**src/hw/rtl/bfgp_pkg.sv**
```systemverilog
// Shared constants, types and helper functions of the box footpoint ground projector.
package bfgp_pkg;

   localparam int POS_FRAC_BITS = 16;
   localparam int PIXEL_BITS    = 11;

   localparam int COEF_W      = 32;
   localparam int COEF_COUNT  = 9;
   localparam int EPS_W       = 16;
   localparam int LIM_W       = 32;
   localparam int LIM_FRAC_BITS = 16;
   localparam int LIM_SHIFT   = 2 * POS_FRAC_BITS - LIM_FRAC_BITS;
   localparam int CLASS_W     = 8;
   localparam int OUT_W       = 24;
   localparam int CSR_DATA_W  = 64;
   localparam int CSR_IDX_W   = 3;

   // Footpoint in half-pixel units and the projective sums.
   localparam int FOOT_W = PIXEL_BITS + 2;
   localparam int PROD_W = COEF_W + FOOT_W + 1;
   localparam int SUM_W  = PROD_W + 2;
   localparam int MAG_W  = SUM_W;

   // Quotient: integer part below 2^CLAMP_BITS, one guard bit for rounding.
   localparam int CLAMP_BITS = 9;
   localparam int QUO_W      = CLAMP_BITS + POS_FRAC_BITS + 1;
   localparam int RND_W      = QUO_W;
   localparam int POS_W      = RND_W + 1;
   localparam int SQ_W       = 2 * RND_W;
   localparam int DIST_W     = SQ_W + 1;
   localparam int CMP_W      = (DIST_W > LIM_W + LIM_SHIFT) ? DIST_W : LIM_W + LIM_SHIFT;
   localparam int DIV_STAGES = QUO_W;

   localparam int QUEUE_DEPTH = 4;
   localparam int QPTR_W      = 2;
   localparam int QCNT_W      = QPTR_W + 1;

   localparam logic [RND_W-1:0] CLAMP_MAG = RND_W'(1) << (POS_FRAC_BITS + CLAMP_BITS);

   localparam logic [EPS_W-1:0] EPS_RESET  = EPS_W'(66);
   localparam logic [LIM_W-1:0] NEAR_RESET = LIM_W'(16384);
   localparam logic [LIM_W-1:0] FAR_RESET  = LIM_W'(42598400);

   typedef enum logic [CSR_IDX_W-1:0] {
      CSR_COEF_H0_H1    = 3'd0,
      CSR_COEF_H2_H3    = 3'd1,
      CSR_COEF_H4_H5    = 3'd2,
      CSR_COEF_H6_H7    = 3'd3,
      CSR_COEF_H8       = 3'd4,
      CSR_HORIZON_EPS   = 3'd5,
      CSR_NEAR_LIMIT_SQ = 3'd6,
      CSR_FAR_LIMIT_SQ  = 3'd7
   } csr_index_type;

   typedef struct packed {
      logic [COEF_COUNT-1:0][COEF_W-1:0] coef;
      logic [EPS_W-1:0]                  eps;
   } proj_cfg_type;

   typedef struct packed {
      logic [LIM_W-1:0] near_sq;
      logic [LIM_W-1:0] far_sq;
   } range_cfg_type;

   typedef struct packed {
      logic               neg_x;
      logic               neg_y;
      logic               reject;
      logic               clamp_x;
      logic               clamp_y;
      logic [CLASS_W-1:0] class_id;
   } div_side_type;

   typedef struct packed {
      logic [MAG_W-1:0] num_x;
      logic [MAG_W-1:0] num_y;
      logic [MAG_W-1:0] den;
      div_side_type     side;
   } queue_entry_type;

   typedef struct packed {
      logic [MAG_W-1:0] rem;
      logic [QUO_W-1:0] pend;
      logic [QUO_W-1:0] quo;
   } div_lane_type;

   function automatic logic [MAG_W-1:0] mag_of(input logic signed [SUM_W-1:0] v);
      logic signed [SUM_W-1:0] n;
      n = -v;
      return v[SUM_W-1] ? MAG_W'(n) : MAG_W'(v);
   endfunction

   // One restoring division step: bring in the next numerator bit.
   function automatic div_lane_type div_step(input div_lane_type a,
                                             input logic [MAG_W-1:0] den);
      div_lane_type    r;
      logic [MAG_W:0]  t;
      logic [MAG_W:0]  d;
      logic            bit_q;
      t = {a.rem, a.pend[QUO_W-1]};
      d = {1'b0, den};
      bit_q = (t >= d);
      r.rem  = bit_q ? MAG_W'(t - d) : t[MAG_W-1:0];
      r.pend = {a.pend[QUO_W-2:0], 1'b0};
      r.quo  = {a.quo[QUO_W-2:0], bit_q};
      return r;
   endfunction

   function automatic logic [OUT_W-1:0] sat_out(input logic signed [POS_W:0] v);
      logic signed [63:0] w;
      logic signed [63:0] hi;
      logic signed [63:0] lo;
      w  = 64'(v);
      hi = (64'sd1 <<< (OUT_W - 1)) - 64'sd1;
      lo = -(64'sd1 <<< (OUT_W - 1));
      if (w > hi) begin
         w = hi;
      end else if (w < lo) begin
         w = lo;
      end
      return w[OUT_W-1:0];
   endfunction

endpackage

```
**src/hw/rtl/bfgp_queue.sv**
```systemverilog
// Short queue between the front end and the division back end.
module bfgp_queue (
   input  logic                       clock,
   input  logic                       reset,
   input  logic                       in_valid,
   output logic                       in_ready,
   input  bfgp_pkg::queue_entry_type  in_entry,
   output logic                       out_valid,
   input  logic                       out_ready,
   output bfgp_pkg::queue_entry_type  out_entry
);

   bfgp_pkg::queue_entry_type        mem_ff [bfgp_pkg::QUEUE_DEPTH];
   logic [bfgp_pkg::QPTR_W-1:0]      wr_ptr_ff, rd_ptr_ff, wr_ptr_in, rd_ptr_in;
   logic [bfgp_pkg::QCNT_W-1:0]      cnt_ff, cnt_in;
   logic                             push, pop;

   assign in_ready  = (cnt_ff != bfgp_pkg::QCNT_W'(bfgp_pkg::QUEUE_DEPTH));
   assign out_valid = (cnt_ff != '0);
   assign push      = in_valid && in_ready;
   assign pop       = out_valid && out_ready;
   assign out_entry = mem_ff[rd_ptr_ff];

   always_comb begin
      wr_ptr_in = push ? wr_ptr_ff + bfgp_pkg::QPTR_W'(1) : wr_ptr_ff;
      rd_ptr_in = pop  ? rd_ptr_ff + bfgp_pkg::QPTR_W'(1) : rd_ptr_ff;
      cnt_in    = cnt_ff + bfgp_pkg::QCNT_W'(push) - bfgp_pkg::QCNT_W'(pop);
   end

   always_ff @(posedge clock) begin
      if (reset) begin
         wr_ptr_ff <= '0;
         rd_ptr_ff <= '0;
         cnt_ff    <= '0;
      end else begin
         wr_ptr_ff <= wr_ptr_in;
         rd_ptr_ff <= rd_ptr_in;
         cnt_ff    <= cnt_in;
      end
   end

   always_ff @(posedge clock) begin
      if (push) begin
         mem_ff[wr_ptr_ff] <= in_entry;
      end
   end

endmodule

```
**config.mk**
```make
export PLATFORM = sky130hd
export DESIGN_NAME = bfgp_queue
export DESIGN_NICKNAME = d
export VERILOG_FILES = /design/src/hw/rtl/bfgp_pkg.sv /design/src/hw/rtl/bfgp_queue.sv
export SDC_FILE = /design/constraint.sdc
export NUM_CORES = 1
export LEC_CHECK = 0
export BUFFER_PORTS_ARGS = -buffer_cell sky130_fd_sc_hd__buf_2
export CELL_PAD_IN_SITES_DETAIL_PLACEMENT = 0
export CELL_PAD_IN_SITES_GLOBAL_PLACEMENT = 2
export CORE_UTILIZATION = 51
export CTS_BUF_LIST = sky130_fd_sc_hd__clkbuf_4
export CTS_CLUSTER_DIAMETER = 200
export DETAILED_ROUTE_END_ITERATION = 16
export PLACE_DENSITY_LB_ADDON = 0.1
export SYNTH_ARGS = -nofsm -noshare
export SYNTH_HDL_FRONTEND = slang
export SYNTH_SLANG_ARGS = --single-unit
```
**constraint.sdc**
```tcl
create_clock -name clock -period 14.3 [get_ports clock]
set_input_delay 0.715 -clock clock [delete_from_list [all_inputs] [get_ports clock]]
set_output_delay 0.715 -clock clock [all_outputs]
set_load 0.01 [all_outputs]
```
==> results.sh, run 1 <==
export IMPL_outcome="complete, no violations"
export IMPL_maximum_number_of_pins_on_one_net_before_global_route_repair=71
export IMPL_start_kind="flip-flop"
export IMPL_final_min_clock_period_ns=5.69
export IMPL_synthFlopType="sky130_fd_sc_hd__edfxtp_1"
export IMPL_cts_reportedPaths_clkPinSlew_ns=0.06
export IMPL_clock_skew_ns=0.0422
export IMPL_post_route_cell_area_um2=28800
export IMPL_clock_tree_buffer_depth=3
export IMPL_die_boundary_width_um=215
export IMPL_drt_total_wl_um=46800
export IMPL_finalMaxSlewViolations=0
export IMPL_dp_cells=1757
export IMPL_final_hold_violation_count=0
export IMPL_worst_ep_required_time_ns=13.59
export IMPL_design_die_area_um2=46400
export IMPL_grt_usage=0.211
export IMPL_part_of_the_power_in_the_clock_network=0.285
export IMPL_detailedRoute_firstIterationViolations=614
export IMPL_groute_layer_met1_usage=0.261
export IMPL_synth_area_um2=23200
export IMPL_nNetsFinal=1651
export IMPL_avgSynthCellArea_um2=26.7
export IMPL_netSwitchingPower_mw=1.34
export IMPL_total_drc_errors_in_the_routed_layout=0
export IMPL_clock_sink_count=637
export IMPL_floorplan_rows=77
export IMPL_path_max_fanout=49
export IMPL_yosys_register_bits=637
export IMPL_power_density_normalized_to_cell_area_nw_per_um2=170
export IMPL_final_cell_count_no_fill=2185
export IMPL_synth_distinct_cells=26
export IMPL_grt_met2_usage=0.335
export IMPL_ys_top_cells_by_area="sky130_fd_sc_hd__edfxtp_1, sky130_fd_sc_hd__mux4_2, sky130_fd_sc_hd__buf_12"
export IMPL_layout_commonest_cell="sky130_fd_sc_hd__edfxtp_1"
export IMPL_synth_warnings=0
export IMPL_syn_nets=1037
export IMPL_hold_path_class="in2reg"
export IMPL_antenna_found_initial=6
export IMPL_dp_hpwl_um=27100
export IMPL_setup_violations=0
export IMPL_routability_congestion_estimate_from_global_placement=0.747
export IMPL_relative_contribution_of_sequential_cells_to_total_power=0.482
export IMPL_ant_nets=0
export IMPL_p_sw_frac=0.274
export IMPL_final_setup_tns_ns=0
export IMPL_setup_worst_path_end_class="primary output"
export IMPL_die_height_um=215
export IMPL_mostFrequentLayoutCells="sky130_fd_sc_hd__edfxtp_1, sky130_fd_sc_hd__buf_2, sky130_fd_sc_hd__clkbuf_4"
export IMPL_grt_setup_unrepaired="no"
export IMPL_clock_tree_root_cell="sky130_fd_sc_hd__clkbuf_4"
export IMPL_place_ws_ns=9.28
export IMPL_tritoncts="built"
export IMPL_multiInputGateArea_um2=3810
export IMPL_floorplan_initialDensity=0.521
export IMPL_seq_area_frac_synth=0.819
export IMPL_postPlaceCellArea_um2=25300
export IMPL_synth_edf_count=628
export IMPL_total_power_mw=4.89
export IMPL_worst_hold_slack_ns=0.236
export IMPL_synth_top_area_share=0.812
export IMPL_grt_overflow_total=0
export IMPL_worst_setup_path_category="reg2out"
export IMPL_max_vdd_ir_drop_uv=111
export IMPL_grt_first_pass_wirelength_um=71700
export IMPL_synth_top_area_cell="sky130_fd_sc_hd__edfxtp_1"
export IMPL_drive_gt1_frac=0.462
export IMPL_detail_route_first_pass_iterations=5
export IMPL_tightestPinTransition_ns=1.10
export IMPL_routedWlPerCell_um=21.4
export IMPL_post_route_util=0.645
export IMPL_slew_headroom=0.269
export IMPL_portBuffers=319
export IMPL_cts_buffers_inserted=158
export IMPL_vias_per_cell=5.23
export IMPL_seq_area_um2=19000
export IMPL_fmaxAchievable_ghz=0.176
export IMPL_flow_area_growth_from_synthesis_pct=23.8
export IMPL_first_global_vias=12403
export IMPL_asyncSetResetFlopFracSynth=0
export IMPL_clock_insertion_delay_worst_skew_ns=0.94
export IMPL_power_combinational_fraction=0.232
export IMPL_grt_busiest_layer="met2"
export IMPL_ios=320
export IMPL_power_static_leakage_nw=9.90
export IMPL_internal_power_mw=3.55
export IMPL_n_fill_cell=3154
export IMPL_groute_layer_met3_usage=0.0850
export IMPL_arrival_ns=4.98
export IMPL_timing_final_crit_share=0.398
export IMPL_vias=11419
export IMPL_postLayoutSetupSlackWorst_ns=8.61
export IMPL_htree_levels=4
export IMPL_cap_violations=0
export IMPL_core_area_um2=44600
export IMPL_synth_cells=869
-- power groups by stage --
stage | Combinational, mW | Sequential [mW] | Clock (mW)
2_1_floorplan | 0.779 | 2.39 | 0
3_3_place_gp | 1.13 | 2.39 | 0
3_5_place_dp | 1.13 | 2.40 | 0
4_1_cts | 1.17 | 2.36 | 1.45
5_1_grt | 1.22 | 2.38 | 1.55
6_report | 1.14 | 2.36 | 1.39
-- state kept, by name (all words and copies together) (netlist names), named ones only --
register,cells
mem_ff,628
cnt_ff,3
rd_ptr_ff,2
wr_ptr_ff,2
-- cell families (layout without fill, tap and decap cells) --
| group | count (synthesis) | count (layout) | synth area share |
|---|---|---|---|
| flip-flops | 637 | 637 | 0.819 |
| adder cells (fa/ha/maj) | 7 | 7 | 0.00409 |
| AO/OA/AOI/OAI | 3 | 3 | 0.00108 |
| other | 0 | 7 | 0 |
| XOR/XNOR | 3 | 3 | 0.00113 |
| multiplexers | 159 | 159 | 0.153 |
| AND/OR/NAND/NOR | 19 | 19 | 0.00409 |
| buffers and inverters | 41 | 758 | 0.0170 |
-- routing by layer --
layer / vias to the layer above / part of all wire
li1: 5120 / -
met1: 5868 / 0.40
met2: 359 / 0.50
met3: 70 / 0.078
met4: 2 / 0.019
met5: - / 0.00017
-- synth_stat cells (2+ instances only) --
library cell / count
sky130_fd_sc_hd__xor2_1: 2
sky130_fd_sc_hd__buf_12: 11
sky130_fd_sc_hd__inv_1: 5
sky130_fd_sc_hd__nor2_1: 8
sky130_fd_sc_hd__clkbuf_1: 2
sky130_fd_sc_hd__ha_1: 6
sky130_fd_sc_hd__dfxtp_1: 9
sky130_fd_sc_hd__edfxtp_1: 628
sky130_fd_sc_hd__buf_1: 2
sky130_fd_sc_hd__buf_6: 5
sky130_fd_sc_hd__nand2b_1: 2
sky130_fd_sc_hd__buf_2: 14
sky130_fd_sc_hd__buf_4: 2
sky130_fd_sc_hd__mux4_2: 157
sky130_fd_sc_hd__and2_1: 5
-- final cells by class --
cell class | instances | area share
Antenna cell | 7 | 0.000609
Clock buffer | 230 | 0.0600
Clock inverter | 33 | 0.00448
Inverter | 5 | 0.000653
Multi-Input combinational cell | 191 | 0.132
Sequential cell | 637 | 0.662
Tap cell | 592 | 0.0258
Timing Repair Buffer | 490 | 0.114
-- path summary, 6_finish.rpt --
check / start / endpoint / slack (ns) / cells after the start
worst max-delay path: flip-flop / out_entry[71] / 8.61 / 5
worst min-delay path: out_ready / rd_ptr_ff[0] / 0.24 / 4
worst max register to register: cnt_ff[1] / mem_ff[1][98] / 10.82 / 4
worst min register to register: wr_ptr_ff[1] / wr_ptr_ff[1] / 0.52 / 2
-- worst max-delay path, cell delays in order (launching register included) --
cell and delay, ns:
sky130_fd_sc_hd__dfxtp_4 0.70, sky130_fd_sc_hd__buf_4 0.74, sky130_fd_sc_hd__buf_4 0.84, sky130_fd_sc_hd__buf_4 0.90
sky130_fd_sc_hd__mux4_2 0.62, sky130_fd_sc_hd__buf_2 0.17
-- timing repair --
action                    4_1_cts  5_1_grt
hold buffers                  158        0
hold endpoints to repair      635        0
resized for setup               0        0
buffers inserted                0        0
No activity file was read; power rests on OpenSTA's default activity.
==> run 2: changes to the inputs <==
--- a/config.mk
+++ b/config.mk
@@ -8,7 +8,7 @@
 export BUFFER_PORTS_ARGS = -buffer_cell sky130_fd_sc_hd__buf_2
 export CELL_PAD_IN_SITES_DETAIL_PLACEMENT = 0
 export CELL_PAD_IN_SITES_GLOBAL_PLACEMENT = 2
-export CORE_UTILIZATION = 51
+export CORE_UTILIZATION = 43
 export CTS_BUF_LIST = sky130_fd_sc_hd__clkbuf_4
 export CTS_CLUSTER_DIAMETER = 200
 export DETAILED_ROUTE_END_ITERATION = 16
==> constraint.sdc (replaced) <==
create_clock -name clock -period 5.12 [get_ports clock]
set_input_delay 0.256 -clock clock [delete_from_list [all_inputs] [get_ports clock]]
set_output_delay 0.256 -clock clock [all_outputs]
set_load 0.01 [all_outputs]
==> results.sh, run 2 (synthesized netlist as in run 1, its figures left out) <==
export IMPL_delay_of_the_slowest_cell_on_the_worst_path_ns=0.82
export IMPL_drive_gt1_frac=0.431
export IMPL_antenna_found_initial=6
export IMPL_detailedRoute_firstIterationViolations=514
export IMPL_final_min_clock_period_ns=3.32
export IMPL_regMostFlops="mem_ff"
export IMPL_outcome="complete, no violations"
export IMPL_floorplan_initialDensity=0.439
export IMPL_fmaxAchievable_ghz=0.301
export IMPL_dp_cells=1856
export IMPL_grt_setup_unrepaired="no"
export IMPL_worstPathCellList="buf_4 > mux4_2 > buf_2"
export IMPL_worst_ep_required_time_ns=4.86
export IMPL_slew_headroom=0.352
export IMPL_die_boundary_width_um=234
export IMPL_arrival_ns=3.06
export IMPL_final_cell_count_no_fill=2477
export IMPL_first_global_vias=13326
export IMPL_critical_path_endpoint="out_entry[153]"
export IMPL_clock_tree_buffer_depth=3
export IMPL_layout_commonest_cell="sky130_fd_sc_hd__edfxtp_1"
export IMPL_tritoncts="built"
export IMPL_setup_worst_path_end_class="primary output"
export IMPL_nNetsFinal=1825
export IMPL_clock_insertion_delay_worst_skew_ns=0.99
export IMPL_top_regs="mem_ff x628, cnt_ff x3"
export IMPL_cap_violations=0
export IMPL_cts_buffers_inserted=166
export IMPL_power_static_leakage_nw=10.8
export IMPL_total_drc_errors_in_the_routed_layout=0
export IMPL_portBuffers=319
export IMPL_die_height_um=234
export IMPL_post_route_cell_area_um2=31000
export IMPL_final_setup_tns_ns=0
export IMPL_min_from="in_entry[110]"
export IMPL_power_density_normalized_to_cell_area_nw_per_um2=466
export IMPL_post_route_util=0.586
export IMPL_timing_final_crit_share=0.648
export IMPL_cts_hold_buf=321
export IMPL_detail_route_first_pass_iterations=5
export IMPL_post_cts_repair_setup_buffers=0
export IMPL_ctsResizeCount=0
export IMPL_r2r_setup_slack_ns=2.35
export IMPL_routability_congestion_estimate_from_global_placement=0.728
export IMPL_max_vdd_ir_drop_uv=379
export IMPL_ff2ff_path_depth=4
export IMPL_htree_levels=4
export IMPL_flow_area_growth_from_synthesis_pct=33.6
export IMPL_clock_tree_root_cell="sky130_fd_sc_hd__clkbuf_4"
export IMPL_worst_hold_slack_ns=0.158
export IMPL_grt_usage=0.189
export IMPL_worst_setup_path_category="reg2out"
export IMPL_largest_register_ff_count=628
export IMPL_cpMaxStageDelayCell="sky130_fd_sc_hd__dfxtp_4"
export IMPL_regToRegEndpoint="mem_ff[2][50]"
export IMPL_setup_violations=0
export IMPL_path_max_fanout=45
export IMPL_tightestPinTransition_ns=0.972
export IMPL_core_area_um2=53000
export IMPL_mostFrequentLayoutCells="sky130_fd_sc_hd__edfxtp_1, sky130_fd_sc_hd__dlygate4sd3_1, sky130_fd_sc_hd__buf_2"
export IMPL_grt_overflow_total=0
export IMPL_dp_hpwl_um=28500
export IMPL_finalMaxSlewViolations=0
export IMPL_design_die_area_um2=55000
export IMPL_vias=12047
export IMPL_hold_path_class="in2reg"
export IMPL_ios=320
export IMPL_ant_nets=0
export IMPL_postPlaceCellArea_um2=25600
export IMPL_vias_per_cell=4.86
export IMPL_final_hold_violation_count=0
export IMPL_floorplan_rows=84
export IMPL_clock_sink_count=637
export IMPL_grt_first_pass_wirelength_um=75900
export IMPL_drt_total_wl_um=50200
export IMPL_routedWlPerCell_um=20.3
export IMPL_start_kind="flip-flop"
export IMPL_clock_skew_ns=0.0594
export IMPL_maximum_number_of_pins_on_one_net_before_global_route_repair=91
export IMPL_cts_reportedPaths_clkPinSlew_ns=0.07
export IMPL_reg2reg_from="cnt_ff[1]"
[run 2: cell type report]
class | count | area, µm²
antenna | 10 | 25.0
sequential | 637 | 19000
tap | 688 | 861
clock inverter | 40 | 353
fill | 4130 | 21900
timing repair buffer | 656 | 5050
inverter | 5 | 18.8
clock buffer | 250 | 1880
multi-input combinational | 191 | 3810
[run 2: stage by stage]
step           power [mW]  setup WS, ns
2_1_floorplan        8.86        0.0988
5_1_grt              15.3          1.49
3_3_place_gp         9.96          2.31
4_1_cts              14.8          1.52
3_5_place_dp         9.97          2.27
6_report             14.5          1.80
[run 2: critical path, delay by kind of cell (launching register included)]
kind / cells / cell delay, ns
flip-flops: 1 / 0.82
multiplexers: 1 / 0.43
buffers and inverters: 2 / 0.74
[run 2: report_power, final]
group          leakage, nW  total [mW]  switching, mW  internal (mW)
sequential            5.83        6.61          0.222           6.39
combinational         3.69        3.33           1.72           1.61
clock                 1.32        4.54           1.97           2.57
[run 2: layer usage]
metal	share of wire	vias to the layer above	global-route usage
met5	0.00026	-	0
met4	0.022	2	0.0819
met3	0.074	87	0.0672
met2	0.50	364	0.304
met1	0.40	6109	0.233
li1	-	5485	-
[run 2: how the worst min path moves through the flow]
stage	to	slack, ns	depth (start not counted)
after floorplan	mem_ff[0][0]	0.35	0
after global placement	mem_ff[2][12]	0.47	1
after detailed placement	mem_ff[0][143]	0.47	1
after CTS	mem_ff[2][110]	0.004	2
after global routing	mem_ff[2][110]	0.08	2
final	mem_ff[2][110]	0.16	2
